===== config.mk =====
export PLATFORM = sky130hd
export DESIGN_NAME = gpvu_div_cell
export DESIGN_NICKNAME = d
export VERILOG_FILES = /design/src/design/gpvu_div_cell.sv
export SDC_FILE = /design/constraint.sdc
export NUM_CORES = 1
export LEC_CHECK = 0
export BUFFER_PORTS_ARGS = -buffer_cell sky130_fd_sc_hd__buf_2
export CAP_MARGIN = 10
export CORE_AREA = 2 2 323 325
export DETAILED_ROUTE_END_ITERATION = 16
export DIE_AREA = 0 0 325 327
export HOLD_SLACK_MARGIN = 0.05
export PLACE_DENSITY = 0.37
export SLEW_MARGIN = 40
export SYNTH_ARGS = -nofsm -noshare
export SYNTH_HDL_FRONTEND = slang
export SYNTH_SLANG_ARGS = --single-unit

===== constraint.sdc =====
create_clock -name clk_i -period 0.96 [get_ports clk_i]
set_clock_uncertainty 0.2 [all_clocks]
set_input_delay 0.144 -clock clk_i [delete_from_list [all_inputs] [get_ports clk_i]]
set_output_delay 0.144 -clock clk_i [all_outputs]
set_load 0.01 [all_outputs]

===== src/design/gpvu_div_cell.sv =====
// One restoring-division cell: retires one quotient bit for both lanes per cycle while en_i is high.
module gpvu_div_cell #(
  parameter int unsigned MW  = 63,
  parameter int unsigned NW  = 34,
  parameter int unsigned SDW = 51
) (
  input  logic            clk_i,
  input  logic            rst_ni,
  input  logic            en_i,
  input  logic            valid_i,
  input  logic [SDW-1:0]  side_i,
  input  logic [NW-1:0]   n_i,
  input  logic [MW-1:0]   div_x_i,
  input  logic [MW-1:0]   div_y_i,
  input  logic [NW:0]     rem_x_i,
  input  logic [NW:0]     rem_y_i,
  input  logic [MW-1:0]   quot_x_i,
  input  logic [MW-1:0]   quot_y_i,
  output logic            valid_o,
  output logic [SDW-1:0]  side_o,
  output logic [NW-1:0]   n_o,
  output logic [MW-1:0]   div_x_o,
  output logic [MW-1:0]   div_y_o,
  output logic [NW:0]     rem_x_o,
  output logic [NW:0]     rem_y_o,
  output logic [MW-1:0]   quot_x_o,
  output logic [MW-1:0]   quot_y_o
);

  logic [NW:0]  sh_x, sh_y, rem_x_d, rem_y_d;
  logic         ge_x, ge_y;
  logic         valid_q;
  logic [SDW-1:0] side_q;
  logic [NW-1:0]  n_q;
  logic [MW-1:0]  div_x_q, div_y_q, quot_x_q, quot_y_q;
  logic [NW:0]    rem_x_q, rem_y_q;

  // Bring down the next dividend bit, subtract when the divisor fits.
  always_comb begin
    sh_x    = {rem_x_i[NW-1:0], div_x_i[MW-1]};
    sh_y    = {rem_y_i[NW-1:0], div_y_i[MW-1]};
    ge_x    = (sh_x >= {1'b0, n_i});
    ge_y    = (sh_y >= {1'b0, n_i});
    rem_x_d = ge_x ? (sh_x - {1'b0, n_i}) : sh_x;
    rem_y_d = ge_y ? (sh_y - {1'b0, n_i}) : sh_y;
  end

  always_ff @(posedge clk_i or negedge rst_ni) begin
    if (!rst_ni) begin
      valid_q <= 1'b0;
    end else if (en_i) begin
      valid_q <= valid_i;
    end
  end

  always_ff @(posedge clk_i) begin
    if (en_i) begin
      side_q   <= side_i;
      n_q      <= n_i;
      div_x_q  <= {div_x_i[MW-2:0], 1'b0};
      div_y_q  <= {div_y_i[MW-2:0], 1'b0};
      rem_x_q  <= rem_x_d;
      rem_y_q  <= rem_y_d;
      quot_x_q <= {quot_x_i[MW-2:0], ge_x};
      quot_y_q <= {quot_y_i[MW-2:0], ge_y};
    end
  end

  assign valid_o  = valid_q;
  assign side_o   = side_q;
  assign n_o      = n_q;
  assign div_x_o  = div_x_q;
  assign div_y_o  = div_y_q;
  assign rem_x_o  = rem_x_q;
  assign rem_y_o  = rem_y_q;
  assign quot_x_o = quot_x_q;
  assign quot_y_o = quot_y_q;

endmodule


==> flow_summary.ini <==
[floorplan]
ioPinCount = 819
start_util = 0.162
std_cell_rows = 118
die_h_um = 327
fp.dieW_um = 325
dieArea_um2 = 106000
core_um2 = 103000

[synth]
syn_avg_cell_area_um2 = 15.5
yosys.area_share.simple = 0.0509
netlist_area_um2 = 16700
yosysSeqAreaShare = 0.732
synth_compound_area_frac = 0.0907
synth_xor_area_frac = 0.0337
synthAdderAreaFrac = 0.0535
ys_types = 64
synth_area_leader_cell = edfxtp_1
yosysMostFrequentCell = edfxtp_1
synth_warnings = 0
synth_common_cells = edfxtp_1, a21oi_1, nor2_1
syn_inst = 1072
ys_async_sr_fraction = 0.00246
synth_top_area_share = 0.730
synth_mux_area_frac = 0.0178
synth_top_family_by_area = compound AO/OA/AOI/OAI gates
synth_seq_cells = 406
synth_edf_count = 405
synthTopCellsByArea = edfxtp_1, ha_1, a21oi_1
synth_ff_type = edfxtp_1

[routing]
ant_nets = 0
drt_wl_total_um = 81200
dr.pass1.iters = 7
via_per_inst = 3.80
first_iter_violations = 667
routedWlPerCell_um = 19.9
via_count = 15495
remaining_drc_errors = 0

[clocking]
clock_path_buffers = 3
htree_levels = 2
cts_root_buf = clkbuf_16
cts.clk_slew.worst_paths_ns = 0.06
clk_latency_ns = 0.60
cts_sinks = 406
tritoncts = yes
cts_inserted_buffers = 50

[setup_path]
cp_top_family = buffers and inverters
cp.depth = 16
crit_arrival_ns = 2.73
rr_worst_depth = 1
path_class = input port to flip-flop
crit_path_start = n_i[7]
r2r_slack_ns = -0.03
critical-path-top-cell-by-count = buf_6
path_max_fanout = 6
start_kind = input port
end_kind = flip-flop
rr_endpoint = valid_o$_DFFE_PN0P_
crit_chain = buf_6, clkinvlp_4, buf_6, ha_4, inv_2, a2111oi_4, o21ai_2, buf_4, buf_6, o21ai_4, buf_6, a21oi_4, o21ai_4, buf_12, buf_12, mux2_4
critPathCapture = rem_x_o[4]$_DFFE_PP_
critical_path.slowest_cell = a2111oi_4
cp_slowest_stage_delay_ns = 0.34
r2r-start = valid_o$_DFFE_PN0P_
crit_required_ns = 1.12
path_buf_inv = 9

[timing]
relSlewSlack = 0.506
worst_pin_slew_ns = 0.739
setup_violations = 884
holdWs_ns = -0.347
finalMaxSlewViolations = 0
finalCriticalPeriod_ns = 2.57
hold_viol_final = 22
grt_setup_unrepaired = true
fmax_mhz = 390
fin_crit_sh = 2.67
fin_ws_ns = -1.61

[cells_and_area]
drive_gt1_frac = 0.559
area_growth_pct = 97.8
fin_nets = 3136
nFillCells = 10507
final_util = 0.320

[grt]
grt_overflow = 0
grt_pass1_wl_um = 113000
grt_start_max_net_pins = 43
grt_antenna_before_repair = 24
grt_use_total = 0.145
grt_pass1_vias = 16402

[power]
p_leak_nw = 13.8
irDropWorstVdd_v = 0.00126
power_frac_seq = 0.408
power_mw = 54.0
p_per_area_nw_per_um2 = 1640
clockPowerShare = 0.350
comb_power_share = 0.242
swShare = 0.270
switching_power_mw = 14.6
p_int_mw = 39.4

[placed_design]
dp_worst_setup_slack_ns = -2.46
io_buffers = 812
place.gp.congestion = 0.852
dp_hpwl_um = 64600

[run_status]
violations = hold timing, setup timing
outcome = complete, but fails checks

[min_path]
holdPathStages = 2
hold_class = input port to flip-flop

[run]
maxCapViolCount = 0
cells in the final DEF, fill, tap and decap left out, drive strengths merged, types with 26 or more instances in the layout:
| cell | count |
|---|---|
| xnor2 | 45 |
| clkbuf | 65 |
| dlygate4sd3 | 387 |
| o21ai | 41 |
| buf | 1166 |
| ha | 68 |
| a21oi | 103 |
| nor2 | 75 |
| a21o | 26 |
| nand2 | 37 |
| edfxtp | 405 |
| inv | 55 |
layer usage:
metal,GRT usage,up-vias,share of wire,wire [um]
li1,-,7283,-,-
met1,0.159,7524,0.38,30800
met2,0.269,547,0.53,42600
met3,0.0431,117,0.066,5360
met4,0.0418,24,0.027,2230
met5,0,-,0.0020,160
what timing repair did:
| item | 4_1_cts | 5_1_grt |
|---|---|---|
| hold endpoints to repair | 766 | 368 |
| setup endpoints to repair | 478 | 884 |
| pin swaps | 31 | 47 |
| cloned | 1 | 4 |
| hold buffers | 376 | 14 |
| setup buffers | 11 | 27 |
| resized for setup | 148 | 272 |
sequential cells by signal, summed over array words and instances, names as in the netlist:
signal	flops
rem_x_o	35
div_x_o	62
n_o	34
div_y_o	62
side_o	51
rem_y_o	35
valid_o	1
quot_y_o	63
quot_x_o	63
power by group through the flow:
| stage | Sequential, mW | Clock [mW] | Combinational [mW] |
|---|---|---|---|
| finish | 22.0 | 18.9 | 13.0 |
| global route | 22.2 | 20.2 | 14.0 |
| CTS | 22.0 | 19.7 | 11.9 |
| detailed placement | 22.3 | 0 | 10.0 |
| global placement | 22.3 | 0 | 10.0 |
| floorplan | 23.2 | 0 | 3.07 |
worst min path at each step:
stage	from	end	slack, ns
floorplan	rst_ni	valid_o$_DFFE_PN0P_	-0.35
global placement	rst_ni	valid_o$_DFFE_PN0P_	-0.28
detailed placement	rst_ni	valid_o$_DFFE_PN0P_	-0.28
CTS	n_i[1]	n_o[1]$_DFFE_PP_	-0.53
global route	n_i[0]	n_o[0]$_DFFE_PP_	-0.39
finish	n_i[0]	n_o[0]$_DFFE_PP_	-0.35
through the flow:
step / hold slack (ns) / instance area, um2 / TNS [ns] / cells
2_1_floorplan: -0.352 / 17100 / -124.06 / 1073
4_1_cts: -0.527 / 31300 / -648.28 / 4033
5_1_grt: -0.389 / 32900 / -660.25 / 4076
3_3_place_gp: -0.275 / 25200 / -292.21 / 3556
6_report: -0.347 / 32900 / -604.06 / 4079
3_5_place_dp: -0.277 / 25200 / -296.99 / 3556
kinds of logic (layout without fill, tap and decap cells):
logic type | Yosys count | count (layout)
AND/OR/NAND/NOR | 181 | 181
adder cells (fa/ha/maj) | 70 | 70
XOR/XNOR | 64 | 64
AO/OA/AOI/OAI | 244 | 244
buffers and inverters | 82 | 1701
multiplexers | 24 | 24
other | 1 | 9
flip-flops | 406 | 406
area by class of cell:
class	instances	area, um2	area share
inverter	54	264	0.00802
antenna	7	17.5	0.000532
timing repair buffer	1558	11500	0.350
multi-input combinational	585	5590	0.170
tap	1380	1730	0.0524
clock buffer	60	1310	0.0398
sequential	406	12200	0.370
clock inverter	29	308	0.00935
No activity file was read; power rests on OpenSTA's default activity.
